`src/rtl/core/assert_macros.svh`:
```
// Assertion macros shared by the ARP cache RTL.
// Included by modules that carry concurrent assertions; no other dependencies.
`ifndef ASSERT_MACROS_SVH
`define ASSERT_MACROS_SVH

// Generic form: explicit clock and active-low reset.
`define ARPC_ASSERT_CLK(label, clk, rst_n, prop, msg) \
  label: assert property (@(posedge clk) disable iff (!rst_n) prop) else $error(msg);

// Short form for modules that use the standard clk_i / rst_ni names.
`define ARPC_ASSERT(label, prop, msg) `ARPC_ASSERT_CLK(label, clk_i, rst_ni, prop, msg)

`endif

```
`src/rtl/core/arpc_pkg.sv`:
```
// Package for the ARP cache and responder: constants, codes and shared types.
// No dependencies; imported by arpc_cmd_fifo, arpc_front, arpc_back and the top level.
`timescale 1ns / 1ps
package arpc_pkg;

  localparam int unsigned TableEntriesDef = 16;
  localparam int unsigned IpW  = 32;
  localparam int unsigned MacW = 48;
  localparam int unsigned TsW  = 64;

  localparam logic [15:0]     ArpHwEther   = 16'h0001;
  localparam logic [15:0]     ArpProtoIpv4 = 16'h0800;
  localparam logic [7:0]      ArpHwLen     = 8'd6;
  localparam logic [7:0]      ArpProtoLen  = 8'd4;
  localparam logic [15:0]     ArpOpRequest = 16'h0001;
  localparam logic [MacW-1:0] MacBcast     = {MacW{1'b1}};

  typedef enum logic [1:0] {
    KIND_PKT     = 2'd0,
    KIND_RESOLVE = 2'd1,
    KIND_TICK    = 2'd2
  } kind_e;

  typedef enum logic [0:0] {
    REG_LOCAL_IP  = 1'b0,
    REG_LOCAL_MAC = 1'b1
  } cfg_reg_e;

  typedef enum logic [2:0] {
    ST_TICK_DONE = 3'd0,
    ST_DROPPED   = 3'd1,
    ST_ACCEPTED  = 3'd2,
    ST_REPLY     = 3'd3,
    ST_RES_HIT   = 3'd4,
    ST_RES_MISS  = 3'd5
  } status_e;

  typedef enum logic [1:0] {
    TXOP_NONE    = 2'd0,
    TXOP_REQUEST = 2'd1,
    TXOP_REPLY   = 2'd2
  } tx_op_e;

  typedef enum logic [1:0] {
    CMD_TICK,
    CMD_DROP,
    CMD_PKT,
    CMD_RESOLVE
  } cmd_e;

  typedef enum logic [1:0] {
    BK_IDLE,
    BK_SCAN,
    BK_DONE
  } back_state_e;

  // Classified request handed from the front end to the table engine.
  typedef struct packed {
    cmd_e            op;
    logic [IpW-1:0]  ip;          // sender IP for packets, query IP for resolves
    logic [MacW-1:0] mac;         // sender MAC for packets
    logic            to_us;       // target IP equals our address
    logic            is_request;  // ARP opcode is request
  } cmd_t;

  typedef struct packed {
    logic [IpW-1:0]  ip;
    logic [MacW-1:0] mac;
    logic [TsW-1:0]  ts;
  } entry_t;

  typedef struct packed {
    status_e         status;
    logic            send_frame;
    tx_op_e          tx_op;
    logic [MacW-1:0] tx_eth_dest;
    logic [MacW-1:0] tx_target_mac;
    logic [IpW-1:0]  tx_target_ip;
    logic [MacW-1:0] resolved_mac;
    logic            learned;
  } res_t;

endpackage

```
`src/rtl/core/arpc_if.sv`:
```
// Handshake interfaces for the request and result channels.
// Depends on nothing but plain logic types.
`timescale 1ns / 1ps
interface arpc_in_if;
  logic        valid;
  logic        ready;
  logic [1:0]  kind;
  logic        frame_complete;
  logic [15:0] hw_type;
  logic [15:0] proto_type;
  logic [7:0]  hw_len;
  logic [7:0]  proto_len;
  logic [15:0] opcode;
  logic [47:0] src_mac;
  logic [31:0] src_ip;
  logic [31:0] dst_ip;
  logic [31:0] query_ip;

  modport source (output valid, kind, frame_complete, hw_type, proto_type, hw_len,
                  proto_len, opcode, src_mac, src_ip, dst_ip, query_ip,
                  input ready);
  modport sink (input valid, kind, frame_complete, hw_type, proto_type, hw_len,
                proto_len, opcode, src_mac, src_ip, dst_ip, query_ip,
                output ready);
endinterface

interface arpc_out_if;
  logic        valid;
  logic        ready;
  logic [2:0]  status;
  logic        send_frame;
  logic [1:0]  tx_op;
  logic [47:0] tx_eth_dest;
  logic [47:0] tx_target_mac;
  logic [31:0] tx_target_ip;
  logic [47:0] resolved_mac;
  logic        learned;

  modport source (output valid, status, send_frame, tx_op, tx_eth_dest, tx_target_mac,
                  tx_target_ip, resolved_mac, learned, input ready);
  modport sink (input valid, status, send_frame, tx_op, tx_eth_dest, tx_target_mac,
                tx_target_ip, resolved_mac, learned, output ready);
endinterface

```
`src/rtl/core/arpc_ram.sv`:
```
// Generic single-write, single-read RAM with registered read data.
// No dependencies.
`timescale 1ns / 1ps
module arpc_ram #(
  parameter int unsigned Width = 8,
  parameter int unsigned Depth = 16
) (
  input  logic                     clk_i,
  input  logic                     we_i,
  input  logic [$clog2(Depth)-1:0] waddr_i,
  input  logic [Width-1:0]         wdata_i,
  input  logic [$clog2(Depth)-1:0] raddr_i,
  output logic [Width-1:0]         rdata_o
);
  logic [Width-1:0] mem_q [Depth];

  always_ff @(posedge clk_i) begin
    if (we_i) begin
      mem_q[waddr_i] <= wdata_i;
    end
    rdata_o <= mem_q[raddr_i];
  end
endmodule

```
`src/rtl/core/arpc_cmd_fifo.sv`:
```
// Two-entry command queue between the front end and the table engine.
// Depends on arpc_pkg for cmd_t.
`timescale 1ns / 1ps
module arpc_cmd_fifo
  import arpc_pkg::*;
(
  input  logic clk_i,
  input  logic rst_ni,
  input  logic push_i,
  input  cmd_t push_cmd_i,
  output logic full_o,
  input  logic pop_i,
  output logic empty_o,
  output cmd_t head_o
);
  cmd_t       slot_q [2];
  logic       wr_ptr_q, wr_ptr_d, rd_ptr_q, rd_ptr_d;
  logic [1:0] count_q, count_d;

  assign full_o  = (count_q == 2'd2);
  assign empty_o = (count_q == 2'd0);
  assign head_o  = slot_q[rd_ptr_q];

  always_comb begin
    wr_ptr_d = wr_ptr_q ^ push_i;
    rd_ptr_d = rd_ptr_q ^ pop_i;
    count_d  = count_q + {1'b0, push_i} - {1'b0, pop_i};
  end

  always_ff @(posedge clk_i or negedge rst_ni) begin
    if (!rst_ni) begin
      wr_ptr_q <= 1'b0;
      rd_ptr_q <= 1'b0;
      count_q  <= 2'd0;
    end else begin
      wr_ptr_q <= wr_ptr_d;
      rd_ptr_q <= rd_ptr_d;
      count_q  <= count_d;
    end
  end

  always_ff @(posedge clk_i) begin
    if (push_i) begin
      slot_q[wr_ptr_q] <= push_cmd_i;
    end
  end
endmodule

```
`src/rtl/core/arpc_front.sv`:
```
// Front end: accepts requests, validates ARP headers and classifies them.
// Depends on arpc_pkg and the arpc_in_if interface.
`timescale 1ns / 1ps
module arpc_front
  import arpc_pkg::*;
(
  arpc_in_if.sink        in_req_i,
  input  logic [IpW-1:0] local_ip_i,
  input  logic           q_full_i,
  output logic           push_o,
  output cmd_t           push_cmd_o
);
  logic hdr_ok;

  assign in_req_i.ready = !q_full_i;
  assign push_o         = in_req_i.valid && !q_full_i;

  // A packet is only usable with a full header, Ethernet/IPv4 types and lengths,
  // and a configured local address.
  assign hdr_ok = in_req_i.frame_complete
               && (in_req_i.hw_type == ArpHwEther)
               && (in_req_i.proto_type == ArpProtoIpv4)
               && (in_req_i.hw_len == ArpHwLen)
               && (in_req_i.proto_len == ArpProtoLen)
               && (local_ip_i != '0);

  always_comb begin
    push_cmd_o.mac        = in_req_i.src_mac;
    push_cmd_o.to_us      = (in_req_i.dst_ip == local_ip_i);
    push_cmd_o.is_request = (in_req_i.opcode == ArpOpRequest);
    push_cmd_o.ip         = in_req_i.src_ip;
    case (kind_e'(in_req_i.kind))
      KIND_PKT: begin
        push_cmd_o.op = hdr_ok ? CMD_PKT : CMD_DROP;
      end
      KIND_RESOLVE: begin
        push_cmd_o.op = CMD_RESOLVE;
        push_cmd_o.ip = in_req_i.query_ip;
      end
      KIND_TICK: begin
        push_cmd_o.op = CMD_TICK;
      end
      default: begin
        push_cmd_o.op = CMD_DROP;
      end
    endcase
  end
endmodule

```
`src/rtl/core/arpc_back.sv`:
```
// Table engine: scans the ARP table for each packet or resolve request, updates it and builds results.
// Depends on arpc_pkg, arpc_ram, arpc_out_if and assert_macros.svh.
`timescale 1ns / 1ps
`include "assert_macros.svh"
module arpc_back
  import arpc_pkg::*;
#(
  parameter int unsigned TableEntries = TableEntriesDef
) (
  input  logic clk_i,
  input  logic rst_ni,
  input  logic q_empty_i,
  input  cmd_t q_head_i,
  output logic q_pop_o,
  arpc_out_if.source out_res_o
);
  localparam int unsigned IdxW = $clog2(TableEntries);
  localparam int unsigned CntW = IdxW + 1;
  localparam logic [CntW-1:0] CntEnd = CntW'(TableEntries);

  back_state_e state_q, state_d;
  cmd_t            cur_q;
  logic [CntW-1:0] cnt_q, cnt_d;
  logic            rd_vld_q, rd_vld_d;
  logic [IdxW-1:0] rd_idx_q;
  logic [TableEntries-1:0] valid_q;
  logic [TsW-1:0]  tick_q;

  logic            hit_q, free_q, lru_init_q;
  logic [IdxW-1:0] hit_idx_q, free_idx_q, lru_idx_q;
  logic [MacW-1:0] hit_mac_q;
  logic [TsW-1:0]  lru_ts_q;

  entry_t          rd_entry;
  logic            e_vld, e_match, e_free, e_lru;

  logic            ram_we;
  logic [IdxW-1:0] ram_waddr;
  entry_t          ram_wdata;
  logic            res_load;
  res_t            res_d, res_q;
  logic            out_vld_q;
  logic            out_free;
  logic            start;
  logic            learn;
  logic            tick_inc;

  arpc_ram #(
    .Width($bits(entry_t)),
    .Depth(TableEntries)
  ) u_table (
    .clk_i  (clk_i),
    .we_i   (ram_we),
    .waddr_i(ram_waddr),
    .wdata_i(ram_wdata),
    .raddr_i(cnt_q[IdxW-1:0]),
    .rdata_o(rd_entry)
  );

  assign out_free = !out_vld_q || out_res_o.ready;
  assign start    = (state_q == BK_IDLE) && !q_empty_i && out_free;

  // Per-entry compare against the registered read data.
  assign e_vld   = rd_vld_q && valid_q[rd_idx_q];
  assign e_match = e_vld && !hit_q && (rd_entry.ip == cur_q.ip);
  assign e_free  = rd_vld_q && !valid_q[rd_idx_q] && !free_q;
  assign e_lru   = e_vld && (!lru_init_q || (rd_entry.ts < lru_ts_q));
  assign rd_vld_d = (state_q == BK_SCAN) && (cnt_q < CntEnd);
  assign learn    = (cur_q.ip != '0) && (hit_q || cur_q.to_us);

  // Next state.
  always_comb begin
    state_d = state_q;
    cnt_d   = cnt_q;
    case (state_q)
      BK_IDLE: begin
        cnt_d = '0;
        if (start && (q_head_i.op == CMD_PKT || q_head_i.op == CMD_RESOLVE)) begin
          state_d = BK_SCAN;
        end
      end
      BK_SCAN: begin
        if (cnt_q < CntEnd) begin
          cnt_d = cnt_q + CntW'(1);
        end else if (rd_vld_q) begin
          state_d = BK_DONE;
        end
      end
      BK_DONE: begin
        state_d = BK_IDLE;
      end
      default: begin
        state_d = BK_IDLE;
      end
    endcase
  end

  // Outputs: queue pop, table write and result build.
  always_comb begin
    q_pop_o   = start;
    ram_we    = 1'b0;
    ram_waddr = hit_idx_q;
    ram_wdata = '{ip: cur_q.ip, mac: cur_q.mac, ts: tick_q};
    res_load  = 1'b0;
    tick_inc  = 1'b0;
    res_d     = '{status: ST_DROPPED, send_frame: 1'b0, tx_op: TXOP_NONE,
                  tx_eth_dest: '0, tx_target_mac: '0, tx_target_ip: '0,
                  resolved_mac: '0, learned: 1'b0};
    case (state_q)
      BK_IDLE: begin
        if (start && q_head_i.op == CMD_TICK) begin
          res_load     = 1'b1;
          tick_inc     = 1'b1;
          res_d.status = ST_TICK_DONE;
        end else if (start && q_head_i.op == CMD_DROP) begin
          res_load = 1'b1;
        end
      end
      BK_DONE: begin
        res_load = 1'b1;
        if (cur_q.op == CMD_PKT) begin
          res_d.status = ST_ACCEPTED;
          if (learn) begin
            ram_we        = 1'b1;
            res_d.learned = 1'b1;
            ram_waddr     = hit_q ? hit_idx_q : (free_q ? free_idx_q : lru_idx_q);
          end
          if (cur_q.is_request && cur_q.to_us) begin
            res_d.status        = ST_REPLY;
            res_d.send_frame    = 1'b1;
            res_d.tx_op         = TXOP_REPLY;
            res_d.tx_eth_dest   = cur_q.mac;
            res_d.tx_target_mac = cur_q.mac;
            res_d.tx_target_ip  = cur_q.ip;
          end
        end else if (hit_q) begin
          ram_we             = 1'b1;
          ram_wdata.mac      = hit_mac_q;
          res_d.status       = ST_RES_HIT;
          res_d.resolved_mac = hit_mac_q;
        end else begin
          res_d.status       = ST_RES_MISS;
          res_d.send_frame   = 1'b1;
          res_d.tx_op        = TXOP_REQUEST;
          res_d.tx_eth_dest  = MacBcast;
          res_d.tx_target_ip = cur_q.ip;
        end
      end
      default: begin
      end
    endcase
  end

  always_ff @(posedge clk_i or negedge rst_ni) begin
    if (!rst_ni) begin
      state_q   <= BK_IDLE;
      cnt_q     <= '0;
      rd_vld_q  <= 1'b0;
      valid_q   <= '0;
      tick_q    <= '0;
      out_vld_q <= 1'b0;
    end else begin
      state_q  <= state_d;
      cnt_q    <= cnt_d;
      rd_vld_q <= rd_vld_d;
      if (tick_inc) begin
        tick_q <= tick_q + TsW'(1);
      end
      if (ram_we) begin
        valid_q[ram_waddr] <= 1'b1;
      end
      if (res_load) begin
        out_vld_q <= 1'b1;
      end else if (out_res_o.ready) begin
        out_vld_q <= 1'b0;
      end
    end
  end

  always_ff @(posedge clk_i) begin
    rd_idx_q <= cnt_q[IdxW-1:0];
    if (res_load) begin
      res_q <= res_d;
    end
    if (start) begin
      cur_q      <= q_head_i;
      hit_q      <= 1'b0;
      free_q     <= 1'b0;
      lru_init_q <= 1'b0;
    end else begin
      if (e_match) begin
        hit_q     <= 1'b1;
        hit_idx_q <= rd_idx_q;
        hit_mac_q <= rd_entry.mac;
      end
      if (e_free) begin
        free_q     <= 1'b1;
        free_idx_q <= rd_idx_q;
      end
      if (e_lru) begin
        lru_init_q <= 1'b1;
        lru_idx_q  <= rd_idx_q;
        lru_ts_q   <= rd_entry.ts;
      end
    end
  end

  assign out_res_o.valid         = out_vld_q;
  assign out_res_o.status        = res_q.status;
  assign out_res_o.send_frame    = res_q.send_frame;
  assign out_res_o.tx_op         = res_q.tx_op;
  assign out_res_o.tx_eth_dest   = res_q.tx_eth_dest;
  assign out_res_o.tx_target_mac = res_q.tx_target_mac;
  assign out_res_o.tx_target_ip  = res_q.tx_target_ip;
  assign out_res_o.resolved_mac  = res_q.resolved_mac;
  assign out_res_o.learned       = res_q.learned;

  `ARPC_ASSERT(a_scan_bound, (state_q == BK_SCAN) |-> (cnt_q <= CntEnd), "scan count overran")
  `ARPC_ASSERT(a_write_in_done, ram_we |-> (state_q == BK_DONE), "table written outside done")
  `ARPC_ASSERT(a_done_loads, (state_q == BK_DONE) |=> out_vld_q, "done produced no result")
endmodule

```
`src/rtl/core/arp_cache_and_responder_unit.sv`:
```
// Top level of the ARP cache and responder: config register and the three parts.
// Depends on arpc_pkg, arpc_if, arpc_front, arpc_cmd_fifo and arpc_back.
`timescale 1ns / 1ps
//
//  Channel     | Dir | Handshake     | Carries
//  ------------+-----+---------------+------------------------------------------
//  in_req_i    | in  | valid/ready   | ARP packet, resolve query or time tick
//  out_res_o   | out | valid/ready   | one result per request
//  cfg_*_i     | in  | write enable  | local IP (index 0), local MAC (index 1)
//
// A tick or a dropped request is handled by the engine in its idle state, with no
// table scan. A packet or resolve query is handled by a scan of the table through
// the single read port of the entry RAM. Reset clears valid bits, tick counter and
// handshake state at once; no clearing pass is needed. Requests are taken into a
// two-entry queue while the engine works or a result waits, so the input stalls
// only when the queue is full.
module arp_cache_and_responder_unit
  import arpc_pkg::*;
#(
  parameter int unsigned TableEntries = TableEntriesDef
) (
  input  logic        clk_i,
  input  logic        rst_ni,
  arpc_in_if.sink     in_req_i,
  arpc_out_if.source  out_res_o,
  input  logic        cfg_we_i,
  input  logic [0:0]  cfg_idx_i,
  input  logic [47:0] cfg_data_i
);
  logic [IpW-1:0] local_ip_q;
  logic           push, q_full, q_empty, q_pop;
  cmd_t           push_cmd, q_head;

  // Only our IP is stored here; the results carry no sender MAC of their own, so a
  // local MAC write has no effect.
  always_ff @(posedge clk_i or negedge rst_ni) begin
    if (!rst_ni) begin
      local_ip_q <= '0;
    end else if (cfg_we_i && cfg_reg_e'(cfg_idx_i) == REG_LOCAL_IP) begin
      local_ip_q <= cfg_data_i[IpW-1:0];
    end
  end

  // Front end validates the header and classifies each request.
  arpc_front u_front (
    .in_req_i  (in_req_i),
    .local_ip_i(local_ip_q),
    .q_full_i  (q_full),
    .push_o    (push),
    .push_cmd_o(push_cmd)
  );

  // Queue decouples acceptance from the table scan.
  arpc_cmd_fifo u_fifo (
    .clk_i     (clk_i),
    .rst_ni    (rst_ni),
    .push_i    (push),
    .push_cmd_i(push_cmd),
    .full_o    (q_full),
    .pop_i     (q_pop),
    .empty_o   (q_empty),
    .head_o    (q_head)
  );

  // Engine scans the table, learns or refreshes entries and emits results.
  arpc_back #(
    .TableEntries(TableEntries)
  ) u_back (
    .clk_i    (clk_i),
    .rst_ni   (rst_ni),
    .q_empty_i(q_empty),
    .q_head_i (q_head),
    .q_pop_o  (q_pop),
    .out_res_o(out_res_o)
  );
endmodule
```
`src/flat_wrapper.sv`:
```
// flat-port wrapper written by rule: the top's interface ports become plain ports
module arp_cache_and_responder_unit_flat import arpc_pkg::*;
#(
  parameter int unsigned TableEntries = TableEntriesDef
)
  (clk_i, rst_ni, cfg_we_i, cfg_idx_i, cfg_data_i, in_req_i_valid, in_req_i_kind, in_req_i_frame_complete, in_req_i_hw_type, in_req_i_proto_type, in_req_i_hw_len, in_req_i_proto_len, in_req_i_opcode, in_req_i_src_mac, in_req_i_src_ip, in_req_i_dst_ip, in_req_i_query_ip, in_req_i_ready, out_res_o_valid, out_res_o_status, out_res_o_send_frame, out_res_o_tx_op, out_res_o_tx_eth_dest, out_res_o_tx_target_mac, out_res_o_tx_target_ip, out_res_o_resolved_mac, out_res_o_learned, out_res_o_ready);
  arpc_in_if in_req_i_i ();
  arpc_out_if out_res_o_i ();
  input  logic clk_i;
  input  logic rst_ni;
  input  logic cfg_we_i;
  input  logic [0:0] cfg_idx_i;
  input  logic [47:0] cfg_data_i;
  input wire logic [$bits(in_req_i_i.valid)-1:0] in_req_i_valid;
  input wire logic [$bits(in_req_i_i.kind)-1:0] in_req_i_kind;
  input wire logic [$bits(in_req_i_i.frame_complete)-1:0] in_req_i_frame_complete;
  input wire logic [$bits(in_req_i_i.hw_type)-1:0] in_req_i_hw_type;
  input wire logic [$bits(in_req_i_i.proto_type)-1:0] in_req_i_proto_type;
  input wire logic [$bits(in_req_i_i.hw_len)-1:0] in_req_i_hw_len;
  input wire logic [$bits(in_req_i_i.proto_len)-1:0] in_req_i_proto_len;
  input wire logic [$bits(in_req_i_i.opcode)-1:0] in_req_i_opcode;
  input wire logic [$bits(in_req_i_i.src_mac)-1:0] in_req_i_src_mac;
  input wire logic [$bits(in_req_i_i.src_ip)-1:0] in_req_i_src_ip;
  input wire logic [$bits(in_req_i_i.dst_ip)-1:0] in_req_i_dst_ip;
  input wire logic [$bits(in_req_i_i.query_ip)-1:0] in_req_i_query_ip;
  output wire logic [$bits(in_req_i_i.ready)-1:0] in_req_i_ready;
  output wire logic [$bits(out_res_o_i.valid)-1:0] out_res_o_valid;
  output wire logic [$bits(out_res_o_i.status)-1:0] out_res_o_status;
  output wire logic [$bits(out_res_o_i.send_frame)-1:0] out_res_o_send_frame;
  output wire logic [$bits(out_res_o_i.tx_op)-1:0] out_res_o_tx_op;
  output wire logic [$bits(out_res_o_i.tx_eth_dest)-1:0] out_res_o_tx_eth_dest;
  output wire logic [$bits(out_res_o_i.tx_target_mac)-1:0] out_res_o_tx_target_mac;
  output wire logic [$bits(out_res_o_i.tx_target_ip)-1:0] out_res_o_tx_target_ip;
  output wire logic [$bits(out_res_o_i.resolved_mac)-1:0] out_res_o_resolved_mac;
  output wire logic [$bits(out_res_o_i.learned)-1:0] out_res_o_learned;
  input wire logic [$bits(out_res_o_i.ready)-1:0] out_res_o_ready;
  assign in_req_i_i.valid = in_req_i_valid;
  assign in_req_i_i.kind = in_req_i_kind;
  assign in_req_i_i.frame_complete = in_req_i_frame_complete;
  assign in_req_i_i.hw_type = in_req_i_hw_type;
  assign in_req_i_i.proto_type = in_req_i_proto_type;
  assign in_req_i_i.hw_len = in_req_i_hw_len;
  assign in_req_i_i.proto_len = in_req_i_proto_len;
  assign in_req_i_i.opcode = in_req_i_opcode;
  assign in_req_i_i.src_mac = in_req_i_src_mac;
  assign in_req_i_i.src_ip = in_req_i_src_ip;
  assign in_req_i_i.dst_ip = in_req_i_dst_ip;
  assign in_req_i_i.query_ip = in_req_i_query_ip;
  assign in_req_i_ready = in_req_i_i.ready;
  assign out_res_o_valid = out_res_o_i.valid;
  assign out_res_o_status = out_res_o_i.status;
  assign out_res_o_send_frame = out_res_o_i.send_frame;
  assign out_res_o_tx_op = out_res_o_i.tx_op;
  assign out_res_o_tx_eth_dest = out_res_o_i.tx_eth_dest;
  assign out_res_o_tx_target_mac = out_res_o_i.tx_target_mac;
  assign out_res_o_tx_target_ip = out_res_o_i.tx_target_ip;
  assign out_res_o_resolved_mac = out_res_o_i.resolved_mac;
  assign out_res_o_learned = out_res_o_i.learned;
  assign out_res_o_i.ready = out_res_o_ready;
  arp_cache_and_responder_unit #(.TableEntries(TableEntries)) u_core (.clk_i(clk_i), .rst_ni(rst_ni), .in_req_i(in_req_i_i), .out_res_o(out_res_o_i), .cfg_we_i(cfg_we_i), .cfg_idx_i(cfg_idx_i), .cfg_data_i(cfg_data_i));
endmodule
```
`config.mk`:
```
export PLATFORM = sky130hd
export DESIGN_NAME = arp_cache_and_responder_unit_flat
export DESIGN_NICKNAME = d
export VERILOG_FILES = /design/src/rtl/core/arpc_pkg.sv /design/src/rtl/core/arpc_if.sv /design/src/rtl/core/arpc_ram.sv /design/src/rtl/core/arpc_cmd_fifo.sv /design/src/rtl/core/arpc_front.sv /design/src/rtl/core/arpc_back.sv /design/src/rtl/core/arp_cache_and_responder_unit.sv /design/src/flat_wrapper.sv
export VERILOG_INCLUDE_DIRS = /design/src /design/src/rtl/core
export SDC_FILE = /design/constraint.sdc
export NUM_CORES = 2
export LEC_CHECK = 0
export BUFFER_PORTS_ARGS = -buffer_cell sky130_fd_sc_hd__buf_2
export CORE_ASPECT_RATIO = 1.1
export CORE_MARGIN = 4
export CORE_UTILIZATION = 55
export CTS_CLUSTER_DIAMETER = 80
export DETAILED_ROUTE_END_ITERATION = 12
export PLACE_DENSITY = 0.75
export SLEW_MARGIN = 25
export SYNTH_ARGS = -nofsm -noshare
export SYNTH_HDL_FRONTEND = slang
export SYNTH_SLANG_ARGS = --single-unit
```
`constraint.sdc`:
```
create_clock -name clk_i -period 13.79 [get_ports clk_i]
set_input_delay 2.758 -clock clk_i [delete_from_list [all_inputs] [get_ports clk_i]]
set_output_delay 2.758 -clock clk_i [all_outputs]
set_load 0.02 [all_outputs]
```
==> flow_summary.ini <==
[floorplanning]
ios = 450
chipWidth_um = 448.6
core_area_mm2 = 0.2119
initial_core_util_pct = 55.41
std_cell_rows = 177
fp.dieArea_mm2 = 0.2210
die_y_um = 492.6

[global_route]
gr-max-usage-layer = met2
use_met1_pct = 32.40
use_met3_pct = 4.577
grt_max_degree = 146
grt_pass1_vias = 58124
grt_usage_pct = 24.42
grt_pass1_wl_um = 396200
antenna_found_initial = 15
globalRouteMet2Util_pct = 40.87
grt-ovfl-total = 0

[yosys]
synth_area_mm2 = 0.1174
netlist.area_leader.share_pct = 73.21
synthArstFlopShare_pct = 3.982
synth_common_cells = edfxtp_1 (2863), mux4_2 (725), mux2_2 (197)
synth_flop_cell = edfxtp_1
yosysSeqAreaShare_pct = 78.44
synth-seq-cells = 3139
yosys.area.top_type = edfxtp_1
postSynthCellCount = 5146
synth.distinct_cells = 68
yosys_warnings = 0
synth-edff-count = 2863
yosysMostFrequentCell = edfxtp_1
yosys-top-cells-area = edfxtp_1 (73%), mux4_2 (14%), dfrtp_1 (2.7%), dfxtp_1 (2.6%), mux2_2 (1.9%)
syn-num-nets = 5480
post_synth.cell_area_avg_um2 = 22.82

[power_and_ir_drop]
p_leak_nw = 44.31
powerDensity_mw_per_mm2 = 182.1
ir_drop_mv = 0.1849

[hold_path]
min_path_cells = 0
worstHoldStart = u_core.u_back.u_table.rdata_o[65]
hold_end = u_core.u_back.hit_mac_q[1]
hold_path.class = flip-flop to flip-flop

[detailed_routing]
vias = 55855
wl_per_cell_um = 30.62
drc_errors = 0
drtIter0Drc = 6753
ant_nets = 0
drt_first_pass_iters = 5
vias_per_cell = 6.337
drt-total-wl_um = 269800

[timing]
max_clock_freq_ghz = 0.1638
maxSlewViolCount = 0
layout_min_cycle_time_ps = 6105
relSlewSlack_pct = 25.57
fin_tns_setup_ps = 0
setup_ws_ps = 7685
hold_violations = 0
period_share_pct = 44.27
grt_setup_unrepaired = false
fin_skew_ps = 61.67
worstMarginPinSlew_ps = 1116
setup_violations = 0

[setup_path]
cp_max_fo = 40
reg2reg_slack_ps = 7680
critPathCaptureType = flip-flop
r2r_cells = 8
required_ps = 14320
cp_slowest_stage_delay_ps = 850
slowest_stage = buf_4
rr_endpoint = u_core.u_back.u_table.mem_q[5][125]
critPathKind = flip-flop to flip-flop
worstSetupStartpointType = flip-flop
reg2reg_from = u_core.u_back.cur_q[61]
crit_top_cell = buf_4
arrival_ps = 6630
crit_chain = nor4_1 > nand4_1 > o21ai_1 > mux2i_1 > buf_4 > nor2_4 > buf_4 > buf_4

[placement]
place_worst_setup_slack_ps = 7641
io_buffers = 433
dp_hpwl_um = 137500
gp_congestion = 0.8080

[cts]
cts_sinks = 3139
cts_tree = done
clockBufferDepth = 4
cts_setup_buffers = 0
cts_root_buf = clkbuf_16
htree_levels = 5
path_clk_slew_ps = 60
cts_made_buffers = 316
clkLatencyLatePin_ps = 930
cts_hold_buf = 0
cts_resized = 0

[final_layout]
final_layout_size_suffix_gt1_share_pct = 32.96
syn_to_final_growth_pct = 13.66
fillers = 13367
seqCellArea_mm2 = 0.09214
multi_input_area_mm2 = 0.02433
layout.nets = 6126

[run_status]
status = finished, final reports clean

[job]
maxCapViolations = 0
[layer usage]
layer,vias up,wire length (µm)
met5,-,27
met1,29528,98440
met3,543,22790
met2,3138,138600
met4,4,9947
li1,22642,-
[critical path: cells and delay by family (launching register included)]
kind | cells | cell delay [ps]
and+or+nand+nor | 3 | 2050
buffers and inverters | 3 | 1790
AOI/OAI and AO/OA | 1 | 840
DFF | 1 | 690
muxes | 1 | 160
[final cells by class]
| class | instances | area share, % |
|---|---|---|
| inverters | 90 | 0.2615 |
| multi-input cells | 1704 | 18.23 |
| clock inverters | 112 | 0.8286 |
| diodes | 8 | 0.01500 |
| repair buffers | 541 | 2.422 |
| clock buffers | 446 | 6.620 |
| well taps | 2774 | 2.600 |
| flip-flops and latches | 3139 | 69.03 |
[registers in the layout, indices dropped and copies added, names as in the netlist, 5 cells and up]
register,count
u_core.u_back.out_res_o.tx_eth_dest,48
u_core.u_back.lru_ts_q,64
u_core.u_back.out_res_o.resolved_mac,48
u_core.u_back.cnt_q,5
u_core.u_back.out_res_o.tx_target_mac,48
u_core.u_back.u_table.rdata_o,144
u_core.local_ip_q,32
u_core.u_fifo.slot_q,168
u_core.u_back.cur_q,84
u_core.u_back.u_table.mem_q,2304
u_core.u_back.tick_q,64
u_core.u_back.hit_mac_q,48
u_core.u_back.valid_q,16
u_core.u_back.out_res_o.tx_target_ip,32
[per-stage QoR]
stage	total power, mW	instances	hold WS [ps]	util (%)	area, µm²
3_3_place_gp	16.13	8242	387.6	58.19	123300
6_report	24.31	8814	387.7	62.98	133500
5_1_grt	25.21	8811	406.2	62.98	133500
2_1_floorplan	14.98	5146	371.6	-	117400
3_5_place_dp	16.23	8244	389.5	58.22	123400
4_1_cts	24.47	8802	386.3	62.91	133300
[layout by cell type (no fill, tap or decap), types with 6 or more instances in the layout]
master and count:
nor4_2 9, nand2_1 50, nand4_1 33, a21o_1 10, or2_2 43, o21ai_0 12
and2_1 85, edfxtp_1 2863, clkbuf_1 95, mux4_2 725, mux2_2 197, clkinv_1 44
nand3_1 24, and3_1 58, nor2_1 42, buf_2 432, buf_12 12, bufinv_16 21
o21a_1 8, nand2b_1 7, o21bai_1 16, diode_2 8, and4_1 6, buf_4 87
inv_1 87, clkbuf_8 27, dfxtp_1 150, nor3_1 15, nor4_1 42, nor3_2 6
ha_1 67, clkinv_2 34, xor2_1 89, nor4b_1 6, dfrtp_1 121, xnor2_1 41
buf_6 6, clkbuf_16 324, a21oi_1 27, nor2_4 19
[worst max path at each step]
stage	from	to	slack, ps	depth (start not counted)
after global routing	u_core.u_back.cur_q[61]	u_core.u_back.u_table.mem_q[5][125]	7560	8
after global placement	u_core.u_back.cur_q[61]	u_core.u_back.u_table.mem_q[1][96]	7580	7
after detailed placement	out_res_o_ready	u_core.u_back.out_res_o.tx_target_mac[23]	7640	7
after CTS	u_core.u_back.cur_q[61]	u_core.u_back.u_table.mem_q[13][47]	7590	8
final	u_core.u_back.cur_q[61]	u_core.u_back.u_table.mem_q[5][125]	7680	8
after floorplan	out_res_o_ready	u_core.u_back.lru_idx_q[0]	2110	5
[power by group]
| group | switching [mW] | total (mW) | internal [mW] |
|---|---|---|---|
| registers | 0.494 | 11.7 | 11.3 |
| logic | 2.17 | 4.30 | 2.13 |
| clock network | 3.41 | 8.26 | 4.85 |
| total | 6.07 | 24.3 | 18.2 |
[logic make-up (layout without fill, tap and decap cells)]
group | count (synthesis) | count (layout) | synth area share (%)
muxes | 927 | 927 | 15.84
DFF | 3139 | 3139 | 78.44
adders and majority gates | 69 | 69 | 0.7351
xor gates and xnor gates | 130 | 130 | 0.9695
AOI/OAI and AO/OA | 106 | 106 | 0.6137
buffers and inverters | 303 | 1189 | 1.013
and+or+nand+nor | 472 | 472 | 2.389
other | 0 | 8 | 0
Power figures use the tool's default switching activity.
